[config.mk]
export PLATFORM = sky130hd
export DESIGN_NAME = hpb_front
export DESIGN_NICKNAME = d
export VERILOG_FILES = /design/src/hdl/hostname_pattern_blocker_macros.svh /design/src/hdl/hpb_pkg.sv /design/src/hdl/hpb_front.sv
export SDC_FILE = /design/constraint.sdc
export NUM_CORES = 1
export LEC_CHECK = 0
export BUFFER_PORTS_ARGS = -buffer_cell sky130_fd_sc_hd__buf_2
export CORE_AREA = 8 8 96 98
export CTS_CLUSTER_SIZE = 24
export DETAILED_ROUTE_END_ITERATION = 7
export DIE_AREA = 0 0 104 106
export GPL_ROUTABILITY_DRIVEN = 1
export GPL_TIMING_DRIVEN = 0
export PLACE_DENSITY = 0.82
export RECOVER_POWER = 25
export SETUP_SLACK_MARGIN = 0.3
export SYNTH_ARGS = -nofsm -noshare
export SYNTH_HDL_FRONTEND = slang
export SYNTH_SLANG_ARGS = --single-unit
[constraint.sdc]
create_clock -name clk -period 6 [get_ports clk]
set_clock_uncertainty 0.1 [all_clocks]
set_input_delay 0.3 -clock clk [delete_from_list [all_inputs] [get_ports clk]]
set_output_delay 0.3 -clock clk [all_outputs]
set_load 0.03 [all_outputs]
[src/hdl/hostname_pattern_blocker_macros.svh]
// ----------------------------------------------------------------------------
// Assertion macros for the host name pattern blocker.
// ----------------------------------------------------------------------------
`ifndef HOSTNAME_PATTERN_BLOCKER_MACROS_SVH
`define HOSTNAME_PATTERN_BLOCKER_MACROS_SVH

// The consequent must hold in the same cycle as the antecedent.
`define HPB_ASSERT_NOW(label, ante, cons, msg) \
    label: assert property (@(posedge clk) disable iff (!rst_n) (ante) |-> (cons)) \
        else $error(msg);

// The consequent must hold in the cycle after the antecedent.
`define HPB_ASSERT_NEXT(label, ante, cons, msg) \
    label: assert property (@(posedge clk) disable iff (!rst_n) (ante) |=> (cons)) \
        else $error(msg);

`endif

[src/hdl/hpb_pkg.sv]
// ----------------------------------------------------------------------------
// hpb_pkg
// Shared types and constants of the host name pattern blocker.
// ----------------------------------------------------------------------------
package hpb_pkg;

    localparam int NUM_PATTERNS    = 64;
    localparam int MAX_PATTERN_LEN = 32;
    localparam int IDX_W  = $clog2(NUM_PATTERNS);
    localparam int POS_W  = $clog2(MAX_PATTERN_LEN);
    localparam int LEN_W  = $clog2(MAX_PATTERN_LEN + 1);
    localparam int CNT_W  = $clog2(NUM_PATTERNS + 1);
    localparam int QUEUE_DEPTH = 4;
    localparam int QPTR_W = $clog2(QUEUE_DEPTH);
    localparam int QCNT_W = $clog2(QUEUE_DEPTH + 1);

    // Request codes as they arrive on the stream.
    localparam logic [1:0] REQ_PAT_BYTE = 2'd0;
    localparam logic [1:0] REQ_PAT_LEN  = 2'd1;
    localparam logic [1:0] REQ_HOST     = 2'd2;

    // Configuration register indexes.
    localparam logic REG_PATTERN_COUNT = 1'b0;
    localparam logic REG_FIRST_FILTER  = 1'b1;

    typedef enum logic [1:0] {
        CMD_PAT_BYTE,
        CMD_PAT_LEN,
        CMD_HOST
    } cmd_kind_t;

    typedef struct packed {
        cmd_kind_t          kind;
        logic [IDX_W-1:0]   idx;
        logic [POS_W-1:0]   pos;
        logic [LEN_W-1:0]   len;
        logic [7:0]         data;
        logic               last;
    } cmd_t;

    typedef struct packed {
        logic idle;
        logic scanning;
    } back_status_t;

    typedef enum logic [1:0] {
        ST_IDLE,
        ST_SCAN,
        ST_RESULT
    } back_state_t;

    // True for a byte allowed to open a pattern when filtering is on.
    function automatic logic lead_ok(input logic [7:0] c);
        lead_ok = (c == 8'h2E) || (c == 8'h2D) || (c == 8'h5F) ||
                  ((c >= 8'h31) && (c <= 8'h39)) ||
                  ((c >= 8'h41) && (c <= 8'h5A)) ||
                  ((c >= 8'h61) && (c <= 8'h7A));
    endfunction

endpackage

[src/hdl/hpb_front.sv]
// ----------------------------------------------------------------------------
// hpb_front
// Accepts request transfers, classifies them and queues them for the back end.
// ----------------------------------------------------------------------------
module hpb_front
(
    input  logic                 clk,
    input  logic                 rst_n,
    input  logic                 s_tvalid,
    output logic                 s_tready,
    input  logic [31:0]          s_tdata,
    input  logic [1:0]           s_tuser,
    input  logic                 s_tlast,
    output hpb_pkg::cmd_t        head,
    output logic                 head_valid,
    input  logic                 pop
);

    hpb_pkg::cmd_t                 queue_reg [hpb_pkg::QUEUE_DEPTH];
    logic [hpb_pkg::QPTR_W-1:0]    wr_ptr_reg;
    logic [hpb_pkg::QPTR_W-1:0]    wr_ptr_next;
    logic [hpb_pkg::QPTR_W-1:0]    rd_ptr_reg;
    logic [hpb_pkg::QPTR_W-1:0]    rd_ptr_next;
    logic [hpb_pkg::QCNT_W-1:0]    count_reg;
    logic [hpb_pkg::QCNT_W-1:0]    count_next;
    hpb_pkg::cmd_t                 cmd;
    logic                          accept;
    logic                          push;
    logic [hpb_pkg::LEN_W-1:0]     raw_len;

    // Decode the transfer into a queued command; lengths are clamped here.
    always_comb
    begin
        raw_len   = s_tdata[16:11];
        cmd.idx   = s_tdata[5:0];
        cmd.pos   = s_tdata[10:6];
        cmd.len   = (raw_len > hpb_pkg::LEN_W'(hpb_pkg::MAX_PATTERN_LEN)) ?
                    hpb_pkg::LEN_W'(hpb_pkg::MAX_PATTERN_LEN) : raw_len;
        cmd.data  = s_tdata[24:17];
        cmd.last  = s_tlast;
        case (s_tuser)
            hpb_pkg::REQ_PAT_BYTE: cmd.kind = hpb_pkg::CMD_PAT_BYTE;
            hpb_pkg::REQ_PAT_LEN:  cmd.kind = hpb_pkg::CMD_PAT_LEN;
            default:               cmd.kind = hpb_pkg::CMD_HOST;
        endcase
    end

    assign s_tready = (count_reg != hpb_pkg::QCNT_W'(hpb_pkg::QUEUE_DEPTH));
    assign accept   = s_tvalid && s_tready;
    // Unknown request codes are accepted and dropped.
    assign push     = accept && (s_tuser == hpb_pkg::REQ_PAT_BYTE ||
                                 s_tuser == hpb_pkg::REQ_PAT_LEN ||
                                 s_tuser == hpb_pkg::REQ_HOST);

    assign head       = queue_reg[rd_ptr_reg];
    assign head_valid = (count_reg != '0);

    // Queue pointer and fill arithmetic.
    always_comb
    begin
        wr_ptr_next = push ? wr_ptr_reg + 1'b1 : wr_ptr_reg;
        rd_ptr_next = pop ? rd_ptr_reg + 1'b1 : rd_ptr_reg;
        count_next  = count_reg + hpb_pkg::QCNT_W'(push) - hpb_pkg::QCNT_W'(pop);
    end

    always_ff @(posedge clk or negedge rst_n)
    begin
        if (!rst_n)
        begin
            wr_ptr_reg <= '0;
            rd_ptr_reg <= '0;
            count_reg  <= '0;
        end
        else
        begin
            wr_ptr_reg <= wr_ptr_next;
            rd_ptr_reg <= rd_ptr_next;
            count_reg  <= count_next;
        end
    end

    // Queue storage carries payload only.
    always_ff @(posedge clk)
    begin
        if (push)
        begin
            queue_reg[wr_ptr_reg] <= cmd;
        end
    end

endmodule

Word-level counts from Yosys, hierarchy flattened
Memory sizes are Yosys's and may differ from the RTL's.
Cells that the tools add are included.

word-level totals
  flip-flop bits (word level) = 7
  bits in latches = 0
  memory bits (writable) = 112
  ROM bits = 0
  bits of input ports = 39
  output and inout port bits = 30
  logic and storage cells = 22
  memories = 1

operators by class
  $add $sub $neg = 4
  multipliers = 0
  divide/modulo/power cells = 0
  order comparisons = 1
  equality and inequality tests = 3
  shift operators = 0
  mux-type cells = 4
  bitwise gates (word level) = 0
  reductions and logical operators = 6

memories
  name       words  width  read ports  clocked after memory_dff  write ports  RTL line         RTL
  queue_reg  4      28     1           0                         1            hpb_front.sv:19  hpb_pkg::cmd_t queue_reg [hpb_pkg::QUEUE_DEPTH];

operators by type and width
  operator             count
  $gt 6x6->1 const B   1
  $mux 6               1
  $add 2x1->2 const B  2
  $pmux 2 s2           1
  $add 3x1->3          1
  $ne 3x3->1 const B   1
  $reduce_bool 3->1    1
  $sub 3x1->3          1
  $eq 2x1->1 const B   1
  $eq 2x2->1 const B   1
  $logic_and 1x1->1    2
  $logic_not 2->1      1
  $logic_or 1x1->1     2
  $mux 1               2

Longest topological paths before layout
Gate-level depths: netlist of run 1.

  depth in word-level cells = 6
  gate-level depth with buffers = 11
  gate-level depth less buffers = 10

Worst setup path before layout of run 1
OpenSTA, ideal clock, no wires.

  kind = register -> register
  from = reg count_reg[1] (netlist bit)
  to = reg count_reg[2] (netlist bit)
  setup time = 0.123 ns
  data arrival time = 2.382 ns
  required time = 5.777 ns
  slack = 3.396 ns
  cell stages (with the launch flop) = 12
  buffers on the path = 1
  clock period less this slack = 2.604 ns
  cells stage by stage = dfrtp_1 or3b_1 and3_1 buf_6 inv_1 ha_1 inv_1 ha_1 inv_1 fa_1 xnor2_1 xnor2_1

on the way
  cells in the longest elaborated chain, start to end = 5

ends and longest elaborated chain
  item                           RTL line         RTL
  start: declaration             hpb_front.sv:24  logic [hpb_pkg::QCNT_W-1:0] count_reg;
  start signal: assignment       hpb_front.sv:78  count_reg <= count_next;
  $ne 3x3->1                     hpb_front.sv:48  assign s_tready = (count_reg != hpb_pkg::QCNT_W'(hpb_pkg::QUEUE_DEPTH));
  named net s_tready             hpb_front.sv:10  output logic s_tready,
  $logic_and 1x1->1              hpb_front.sv:49  assign accept = s_tvalid && s_tready;
  $logic_and 1x1->1              hpb_front.sv:51  assign push = accept && (s_tuser == hpb_pkg::REQ_PAT_BYTE ||
  $add 3x1->3                    hpb_front.sv:63  count_next = count_reg + hpb_pkg::QCNT_W'(push) - hpb_pkg::QCNT_W'(pop);
  $sub 3x1->3                    hpb_front.sv:63
  named net count_next, one bit  hpb_front.sv:25  logic [hpb_pkg::QCNT_W-1:0] count_next;

The timed path passes the listed nets, and every way through them passes these cells.
A chain may end at the register's enable or synchronous reset.

Worst setup path in the final report of run 1
  from = reg count_reg[1] (netlist bit)
  to = reg count_reg[2] (netlist bit)

on the way
  cells in the longest elaborated chain, start to end = 5

ends and longest elaborated chain
  item                           RTL line
  $ne 3x3->1                     hpb_front.sv:48
  $logic_and 1x1->1              hpb_front.sv:49
  $logic_and 1x1->1              hpb_front.sv:51
  $add 3x1->3 *                  hpb_front.sv:63
  $sub 3x1->3 *                  hpb_front.sv:63
  named net count_next, one bit  hpb_front.sv:25

Mark *: on every way through the listed nets, which the timed path passes. The rest lies on a longest branch.

==> impl_metrics.xml, run 1 <==
<?xml version="1.0" encoding="UTF-8"?>
<metrics>
  <group name="detailed_routing">
    <metric name="drt_first_pass_iters" unit="">4</metric>
    <metric name="avgViaCountPerCell" unit="">5.16</metric>
    <metric name="num_vias" unit="">2111</metric>
    <metric name="drt-initial-drc-count" unit="">73</metric>
    <metric name="antenna_left" unit="">0</metric>
    <metric name="detail_route.wl_per_cell" unit="um">19.4</metric>
    <metric name="detail_route.drc_violations" unit="">0</metric>
    <metric name="drt_wirelength" unit="um">7950</metric>
  </group>
  <group name="clocking">
    <metric name="cts_htree_levels" unit="">4</metric>
    <metric name="postCtsSetupBuffers" unit="">0</metric>
    <metric name="path_clk_slew" unit="ns">0.05</metric>
    <metric name="ctsHoldBuffers" unit="">22</metric>
    <metric name="cts_resized" unit="">0</metric>
    <metric name="cts_max_path_buffers" unit="">2</metric>
    <metric name="cts_root_buf" unit="">sky130_fd_sc_hd__clkbuf_8</metric>
    <metric name="numCtsBuffers" unit="">17</metric>
    <metric name="worstSkewPairLatency" unit="ns">0.50</metric>
    <metric name="clock_tree_from_tritoncts" unit="">yes</metric>
    <metric name="cts.sinks" unit="">119</metric>
  </group>
  <group name="die">
    <metric name="core_area" unit="sq um">7850</metric>
    <metric name="boundaryPins" unit="">69</metric>
    <metric name="start_util" unit="">0.572</metric>
    <metric name="dieHeight" unit="um">106</metric>
    <metric name="rows" unit="">33</metric>
    <metric name="die_width" unit="um">104</metric>
    <metric name="fp.dieArea" unit="sq um">11000</metric>
  </group>
  <group name="synthesis">
    <metric name="number_of_unique_standard_cell_types_used_by_synthesis" unit="">19</metric>
    <metric name="syn-num-nets" unit="">236</metric>
    <metric name="yosysWarningCount" unit="">0</metric>
    <metric name="syn-mean-instance-area" unit="sq um">23.6</metric>
    <metric name="postSynthCellCount" unit="">190</metric>
    <metric name="yosysSeqAreaShare" unit="">0.788</metric>
    <metric name="synth-seq-cells" unit="">119</metric>
    <metric name="post_synth_instance_area" unit="sq um">4490</metric>
  </group>
  <group name="global_routing">
    <metric name="grt-ovfl-total" unit="">0</metric>
    <metric name="grt_start_max_net_pins" unit="">29</metric>
    <metric name="global_route_wire_length_before_repair" unit="um">12600</metric>
    <metric name="antenna_found_initial" unit="">0</metric>
    <metric name="grt_pass1_vias" unit="">2342</metric>
    <metric name="grt_use_total" unit="">0.153</metric>
  </group>
  <group name="final_layout">
    <metric name="sequential_cell_area" unit="sq um">3540</metric>
    <metric name="num-fill-cells" unit="">495</metric>
    <metric name="n_antenna_cell" unit="">0</metric>
    <metric name="drive_gt1_frac" unit="">0.382</metric>
    <metric name="final_core_util" unit="">0.719</metric>
    <metric name="stdcell_count" unit="">409</metric>
    <metric name="largest_register_ff_count" unit="">112</metric>
    <metric name="multi_input_comb_area" unit="sq um">882</metric>
    <metric name="synthToLayoutAreaGrowth" unit="%">25.7</metric>
    <metric name="layout_nets" unit="">338</metric>
  </group>
  <group name="sta">
    <metric name="tightestPinTransition" unit="ns">0.791</metric>
    <metric name="fin_crit" unit="ns">2.53</metric>
    <metric name="rsz0062_at_grt" unit="">false</metric>
    <metric name="postLayoutSetupSlackWorst" unit="ns">3.47</metric>
    <metric name="max_slew_margin" unit="">0.473</metric>
    <metric name="clock.fmax" unit="GHz">0.395</metric>
    <metric name="min_period_over_period" unit="">0.422</metric>
    <metric name="setup-tns-final" unit="ns">0</metric>
    <metric name="slew_violations" unit="">0</metric>
    <metric name="hold_viol" unit="">0</metric>
    <metric name="finalSetupViolCount" unit="">0</metric>
  </group>
  <group name="hold_path">
    <metric name="hold_start" unit="">s_tuser[1]</metric>
    <metric name="holdCritPathClass" unit="">primary input to flop</metric>
  </group>
  <group name="power">
    <metric name="power.share.switching" unit="">0.324</metric>
    <metric name="vdd_drop_max" unit="mV">0.321</metric>
    <metric name="totalPowerFinal" unit="mW">2.90</metric>
    <metric name="net-switching-power" unit="uW">937</metric>
    <metric name="power_density" unit="nW/um^2">513</metric>
    <metric name="power.internal" unit="mW">1.96</metric>
    <metric name="p_leak" unit="nW">2.00</metric>
    <metric name="share_seq_of_total_power" unit="">0.385</metric>
    <metric name="power.clock.fraction" unit="">0.297</metric>
    <metric name="p_comb_frac" unit="">0.318</metric>
  </group>
  <group name="placement">
    <metric name="post-place-ws" unit="ns">3.47</metric>
    <metric name="io_buffers" unit="">61</metric>
    <metric name="gpl.final_weighted_congestion" unit="">0.700</metric>
    <metric name="place_inst" unit="">356</metric>
    <metric name="hpwlAfterDp" unit="um">4700</metric>
  </group>
  <group name="setup_path">
    <metric name="worstPathArrival" unit="ns">2.85</metric>
    <metric name="cp_launch_point" unit="">count_reg[1]$_DFF_PN0_</metric>
    <metric name="worstPathRequired" unit="ns">6.31</metric>
    <metric name="worst-setup-path-type" unit="">flop to flop</metric>
    <metric name="startpoint_class_of_the_critical_path" unit="">flop</metric>
    <metric name="worstPathMaxFanout" unit="">7</metric>
    <metric name="worst_r2r_startpoint" unit="">count_reg[1]$_DFF_PN0_</metric>
    <metric name="worstSetupEndpointType" unit="">flop</metric>
  </group>
  <group name="status">
    <metric name="outcome" unit="">complete, no violations</metric>
  </group>
  <group name="run">
    <metric name="timing.max_cap.violations" unit="">0</metric>
  </group>
</metrics>
## stage by stage
step           hold WS (ns)  instance area (sq um)
2_1_floorplan       -0.0956                   4490
3_3_place_gp         0.0394                   4930
5_1_grt               0.110                   5640
4_1_cts              0.0412                   5660
6_report              0.103                   5640
3_5_place_dp         0.0438                   4930
## final cells by class
class,instances,area share
multi-input combinational,56,0.156
tap,105,0.0233
buffer,9,0.00842
inverter,6,0.00399
clock buffer,21,0.0760
timing repair buffer,83,0.0904
clock inverter,10,0.0146
sequential,119,0.627
## power groups by stage
stage               sequential (mW)  combinational [mW]  clock [mW]
finish                         1.12               0.921       0.859
CTS                            1.12               0.945       0.868
floorplan                      1.11               0.691           0
detailed placement             1.13               0.925           0
global route                   1.13               0.991       0.905
global placement               1.12               0.909           0
## per-layer routing
layer | vias to the layer above | track usage | share of wire
li1 | 981 | - | -
met1 | 1057 | 0.177 | 0.41
met2 | 62 | 0.259 | 0.53
met3 | 11 | 0.0411 | 0.044
met4 | 0 | 0.0776 | 0.017
met5 | - | 0 | 0
## synth_stat cells
cell type / number / area share
sky130_fd_sc_hd__mux2_4: 1 / 0.0033
sky130_fd_sc_hd__and3_1: 1 / 0.0014
sky130_fd_sc_hd__mux4_2: 28 / 0.14
sky130_fd_sc_hd__xnor2_1: 4 / 0.0078
sky130_fd_sc_hd__buf_6: 1 / 0.0025
sky130_fd_sc_hd__inv_1: 6 / 0.0050
sky130_fd_sc_hd__ha_1: 6 / 0.017
sky130_fd_sc_hd__buf_2: 5 / 0.0056
sky130_fd_sc_hd__clkbuf_1: 3 / 0.0025
sky130_fd_sc_hd__or3b_1: 1 / 0.0020
sky130_fd_sc_hd__and2_1: 1 / 0.0014
sky130_fd_sc_hd__fa_1: 1 / 0.0045
sky130_fd_sc_hd__and2_2: 3 / 0.0050
sky130_fd_sc_hd__nand2_1: 2 / 0.0017
sky130_fd_sc_hd__xor2_1: 1 / 0.0020
sky130_fd_sc_hd__edfxtp_1: 112 / 0.75
sky130_fd_sc_hd__dfrtp_1: 7 / 0.039
sky130_fd_sc_hd__nor2b_1: 6 / 0.0084
sky130_fd_sc_hd__or3_2: 1 / 0.0017
## worst paths after layout
check                                              to  slack [ns]  cells past startpoint
hold reg to reg                count_reg[2]$_DFF_PN0_        0.40                      1
hold / removal             queue_reg[0][26]$_DFFE_PP_        0.10                      2
min in group asynchronous      count_reg[0]$_DFF_PN0_        0.13                      2
setup / recovery               count_reg[2]$_DFF_PN0_        3.47                     11
setup reg to reg               count_reg[2]$_DFF_PN0_        3.47                     11
max in group asynchronous   rd_ptr_reg[1]$_DFFE_PN0P_        5.38                      2
## logic make-up after synthesis
group,after synthesis,synth area share
xor gates and xnor gates,5,0.00975
buffers and inverters,15,0.0156
adders and majority gates,7,0.0212
muxes,29,0.144
and+or+nand+nor,15,0.0215
DFF,119,0.788
## worst max-delay path, stage by stage, from the launching register on
cell	delay, ns
sky130_fd_sc_hd__dfrtp_1	0.44
sky130_fd_sc_hd__or3b_1	0.42
sky130_fd_sc_hd__and3_1	0.19
sky130_fd_sc_hd__buf_6	0.13
sky130_fd_sc_hd__inv_1	0.05
sky130_fd_sc_hd__ha_1	0.21
sky130_fd_sc_hd__inv_1	0.05
sky130_fd_sc_hd__ha_1	0.13
sky130_fd_sc_hd__inv_1	0.05
sky130_fd_sc_hd__fa_1	0.37
sky130_fd_sc_hd__xnor2_1	0.18
sky130_fd_sc_hd__xnor2_1	0.15
## cell usage in the layout, fill, tap and decap left out, drive strengths merged
cell         count
edfxtp         112
buf             55
clkbuf          36
mux4            28
dlygate4sd3     22
dfrtp            7
inv              6
nor2b            6
ha               6
clkinv           6
xnor2            4
and2             4
clkinvlp         3
nand2            2
or3b             1
and3             1
or3              1
xor2             1
mux2             1
fa               1
bufinv           1
No activity file was read; power rests on OpenSTA's default activity.
==> inputs of run 2 (changes only) <==
--- a/config.mk
+++ b/config.mk
@@ -6,13 +6,13 @@
 export NUM_CORES = 1
 export LEC_CHECK = 0
 export BUFFER_PORTS_ARGS = -buffer_cell sky130_fd_sc_hd__buf_2
-export CORE_AREA = 8 8 96 98
+export CORE_AREA = 8 8 99 101
 export CTS_CLUSTER_SIZE = 24
 export DETAILED_ROUTE_END_ITERATION = 7
-export DIE_AREA = 0 0 104 106
+export DIE_AREA = 0 0 107 109
 export GPL_ROUTABILITY_DRIVEN = 1
 export GPL_TIMING_DRIVEN = 0
-export PLACE_DENSITY = 0.82
+export PLACE_DENSITY = 0.77
 export RECOVER_POWER = 25
 export SETUP_SLACK_MARGIN = 0.3
 export SYNTH_ARGS = -nofsm -noshare
==> constraint.sdc (replaced) <==
create_clock -name clk -period 2.59 [get_ports clk]
set_clock_uncertainty 0.1 [all_clocks]
set_input_delay 0.1295 -clock clk [delete_from_list [all_inputs] [get_ports clk]]
set_output_delay 0.1295 -clock clk [all_outputs]
set_load 0.03 [all_outputs]
==> run 2 against run 1 <==
  * Global-route usage shrank 0.38 points
  * Count of clock-buffer cells in the layout shrank 3
  * Sequential share of layout area shrank 3.5 points
  * Power grew to 2.6 times the previous value
  * Design area grew 6.0%
  * First-iteration DRC count shrank 25%
  * Via count grew 3.5%
  * Critical path type unchanged
  * Routed wire length shrank 1.2%
==> impl_metrics.xml, run 2 (synthesized netlist as in run 1, its figures left out) <==
<?xml version="1.0" encoding="UTF-8"?>
<metrics>
  <group name="final_layout">
    <metric name="drive_gt1_frac" unit="">0.411</metric>
    <metric name="final_core_util" unit="">0.714</metric>
    <metric name="synthToLayoutAreaGrowth" unit="%">33.2</metric>
    <metric name="n_antenna_cell" unit="">0</metric>
    <metric name="mostFrequentLayoutCell" unit="">sky130_fd_sc_hd__edfxtp_1</metric>
    <metric name="final_cell_mix" unit="">sky130_fd_sc_hd__edfxtp_1 (112), sky130_fd_sc_hd__buf_2 (44), sky130_fd_sc_hd__dlygate4sd3_1 (31), sky130_fd_sc_hd__mux4_2 (28), sky130_fd_sc_hd__clkbuf_1 (21)</metric>
    <metric name="layout_nets" unit="">352</metric>
    <metric name="largest_register_ff_count" unit="">112</metric>
  </group>
  <group name="setup_path">
    <metric name="worstPathRequired" unit="ns">2.88</metric>
    <metric name="critical_path_buffer_and_inverter_count" unit="">4</metric>
    <metric name="crit_path_max_incr_delay" unit="ns">0.40</metric>
    <metric name="startpoint_class_of_the_critical_path" unit="">flop</metric>
    <metric name="worstSetupEndpointType" unit="">flop</metric>
    <metric name="worst-r2r-cell-count" unit="">11</metric>
    <metric name="worstPathMaxFanout" unit="">2</metric>
    <metric name="timing.critical_path.max_delay_family" unit="">adder cells</metric>
    <metric name="register_to_register_setup_slack" unit="ns">0.25</metric>
    <metric name="critical_path.reg2reg.endpoint" unit="">count_reg[2]$_DFF_PN0_</metric>
    <metric name="cpMaxStageDelayCell" unit="">sky130_fd_sc_hd__or3b_4</metric>
    <metric name="worst_r2r_startpoint" unit="">count_reg[0]$_DFF_PN0_</metric>
    <metric name="crit_chain" unit="">or3b_4, and3_4, buf_6, inv_4, ha_4, inv_4, ha_4, inv_2, fa_2, xnor2_2, xnor2_1</metric>
    <metric name="worst-setup-path-type" unit="">flop to flop</metric>
    <metric name="worstPathArrival" unit="ns">2.63</metric>
  </group>
  <group name="detailed_routing">
    <metric name="detail_route.drc_violations" unit="">0</metric>
    <metric name="avgViaCountPerCell" unit="">5.12</metric>
    <metric name="drt_wirelength" unit="um">7850</metric>
    <metric name="num_vias" unit="">2185</metric>
    <metric name="drt_first_pass_iters" unit="">4</metric>
    <metric name="drt-initial-drc-count" unit="">55</metric>
    <metric name="detail_route.wl_per_cell" unit="um">18.4</metric>
    <metric name="antenna_left" unit="">0</metric>
  </group>
  <group name="power">
    <metric name="totalPowerFinal" unit="mW">7.45</metric>
    <metric name="net-switching-power" unit="mW">2.29</metric>
    <metric name="power_density" unit="nW/um^2">1240</metric>
    <metric name="power.clock.fraction" unit="">0.347</metric>
    <metric name="power.internal" unit="mW">5.16</metric>
    <metric name="p_leak" unit="nW">2.12</metric>
    <metric name="power.share.switching" unit="">0.307</metric>
    <metric name="share_seq_of_total_power" unit="">0.345</metric>
    <metric name="vdd_drop_max" unit="mV">0.926</metric>
    <metric name="p_comb_frac" unit="">0.307</metric>
  </group>
  <group name="placement">
    <metric name="gpl.final_weighted_congestion" unit="">0.664</metric>
    <metric name="hpwlAfterDp" unit="um">4630</metric>
    <metric name="io_buffers" unit="">61</metric>
  </group>
  <group name="sta">
    <metric name="rsz0062_at_grt" unit="">true</metric>
    <metric name="fin_crit" unit="ns">2.34</metric>
    <metric name="hold-worst-slack" unit="ns">0.127</metric>
    <metric name="clock.fmax" unit="GHz">0.427</metric>
    <metric name="setup-tns-final" unit="ns">0</metric>
    <metric name="slew_violations" unit="">0</metric>
    <metric name="tightestPinTransition" unit="ns">0.788</metric>
    <metric name="finalSetupViolCount" unit="">0</metric>
    <metric name="min_period_over_period" unit="">0.904</metric>
    <metric name="hold_viol" unit="">0</metric>
    <metric name="max_slew_margin" unit="">0.474</metric>
  </group>
  <group name="hold_path">
    <metric name="hold_start" unit="">s_tvalid</metric>
    <metric name="whs_path_depth" unit="">5</metric>
    <metric name="holdCritPathClass" unit="">primary input to flop</metric>
    <metric name="min_delay_worst_endpoint" unit="">wr_ptr_reg[0]$_DFFE_PN0P_</metric>
  </group>
  <group name="die">
    <metric name="core_area" unit="sq um">8380</metric>
    <metric name="boundaryPins" unit="">69</metric>
    <metric name="start_util" unit="">0.536</metric>
    <metric name="fp.dieArea" unit="sq um">11700</metric>
    <metric name="rows" unit="">34</metric>
    <metric name="dieHeight" unit="um">109</metric>
    <metric name="die_width" unit="um">107</metric>
  </group>
  <group name="global_routing">
    <metric name="grt_pass1_vias" unit="">2427</metric>
    <metric name="antenna_found_initial" unit="">0</metric>
    <metric name="global_route_wire_length_before_repair" unit="um">12500</metric>
    <metric name="grt-ovfl-total" unit="">0</metric>
    <metric name="groute.layer.met3.usage" unit="">0.0585</metric>
    <metric name="met1_usage" unit="">0.173</metric>
    <metric name="grt_peak_use_layer" unit="">met2</metric>
    <metric name="grt_use_total" unit="">0.149</metric>
    <metric name="global_route.usage.met2" unit="">0.246</metric>
    <metric name="grt_start_max_net_pins" unit="">29</metric>
  </group>
  <group name="clocking">
    <metric name="numCtsBuffers" unit="">17</metric>
    <metric name="cts_root_buf" unit="">sky130_fd_sc_hd__clkbuf_8</metric>
    <metric name="cts.sinks" unit="">119</metric>
    <metric name="cts_htree_levels" unit="">4</metric>
    <metric name="clock_tree_from_tritoncts" unit="">yes</metric>
    <metric name="path_clk_slew" unit="ns">0.06</metric>
    <metric name="cts_max_path_buffers" unit="">2</metric>
    <metric name="worstSkewPairLatency" unit="ns">0.50</metric>
  </group>
  <group name="run">
    <metric name="timing.max_cap.violations" unit="">0</metric>
  </group>
  <group name="status">
    <metric name="outcome" unit="">complete, no violations</metric>
  </group>
</metrics>
-- run 2: cell types whose count changed in the layout (fill, tap and decap cells not counted), moves of 3 or more --
cell                            change
sky130_fd_sc_hd__dlygate4sd3_1      +9
sky130_fd_sc_hd__buf_2             -10
sky130_fd_sc_hd__inv_1              -4
sky130_fd_sc_hd__clkbuf_4           +4
sky130_fd_sc_hd__inv_6              +3
sky130_fd_sc_hd__bufinv_16          +5
sky130_fd_sc_hd__buf_4              +5
sky130_fd_sc_hd__clkinv_2           -6
-- run 2: timing repair --
action / 4_1_cts / 5_1_grt
hold buffers: 31 / 0
buffers inserted: 3 / 2
pin swaps: 4 / 4
gates resized for setup: 3 / 8
hold endpoints to repair: 121 / 0
endpoints found under the setup margin: 2 / 36
-- run 2: per-stage QoR --
step | cells | instance area (sq um) | setup slack (ns)
2_1_floorplan | 190 | 4520 | 0.199
5_1_grt | 427 | 5980 | 0.165
3_5_place_dp | 359 | 4970 | 0.177
4_1_cts | 425 | 5970 | 0.228
6_report | 427 | 5980 | 0.248
3_3_place_gp | 359 | 4960 | 0.00569
-- run 2: layer usage --
metal | wire length (um) | part of all wire | vias up
met3 | 484 | 0.062 | 10
met1 | 3330 | 0.42 | 1089
li1 | - | - | 1014
met4 | 89 | 0.011 | 0
met2 | 3950 | 0.50 | 72
met5 | 0 | 0 | -
-- run 2: power groups by stage --
stage                     logic, mW  registers [mW]  clock network (mW)
after floorplan                1.63            2.58                   0
after global placement         2.15            2.60                   0
after detailed placement       2.18            2.62                   0
after CTS                      2.29            2.57                2.62
after global routing           2.47            2.60                2.70
final                          2.29            2.57                2.59
-- run 2: how the worst max path moves through the flow --
stage | from | to | slack [ns] | cells after the start
after floorplan | count_reg[0]$_DFF_PN0_ | count_reg[2]$_DFF_PN0_ | 0.20 | 11
after global placement | count_reg[2]$_DFF_PN0_ | queue_reg[1][15]$_DFFE_PP_ | 0.006 | 4
after detailed placement | count_reg[0]$_DFF_PN0_ | count_reg[2]$_DFF_PN0_ | 0.18 | 11
after CTS | count_reg[1]$_DFF_PN0_ | count_reg[2]$_DFF_PN0_ | 0.23 | 11
after global routing | count_reg[0]$_DFF_PN0_ | count_reg[2]$_DFF_PN0_ | 0.17 | 11
final | count_reg[0]$_DFF_PN0_ | count_reg[2]$_DFF_PN0_ | 0.25 | 11
-- run 2: worst reg2reg max path: stages, from the launching register on --
cell                      delay, ns
sky130_fd_sc_hd__dfrtp_1       0.39
sky130_fd_sc_hd__or3b_4        0.40
sky130_fd_sc_hd__and3_4        0.15
sky130_fd_sc_hd__buf_6         0.11
sky130_fd_sc_hd__inv_4         0.04
sky130_fd_sc_hd__ha_4          0.19
sky130_fd_sc_hd__inv_4         0.05
sky130_fd_sc_hd__ha_4          0.12
sky130_fd_sc_hd__inv_2         0.03
sky130_fd_sc_hd__fa_2          0.36
sky130_fd_sc_hd__xnor2_2       0.16
sky130_fd_sc_hd__xnor2_1       0.12
-- run 2: layout make-up --
| class | instances | area [sq um] |
|---|---|---|
| Clock inverter | 14 | 246 |
| Inverter | 6 | 27.5 |
| Buffer | 9 | 58.8 |
| Sequential cell | 119 | 3540 |
| Clock buffer | 18 | 418 |
| Tap cell | 108 | 135 |
| Fill cell | 513 | 2400 |
| Timing Repair Buffer | 97 | 631 |
| Multi-Input combinational cell | 56 | 925 |
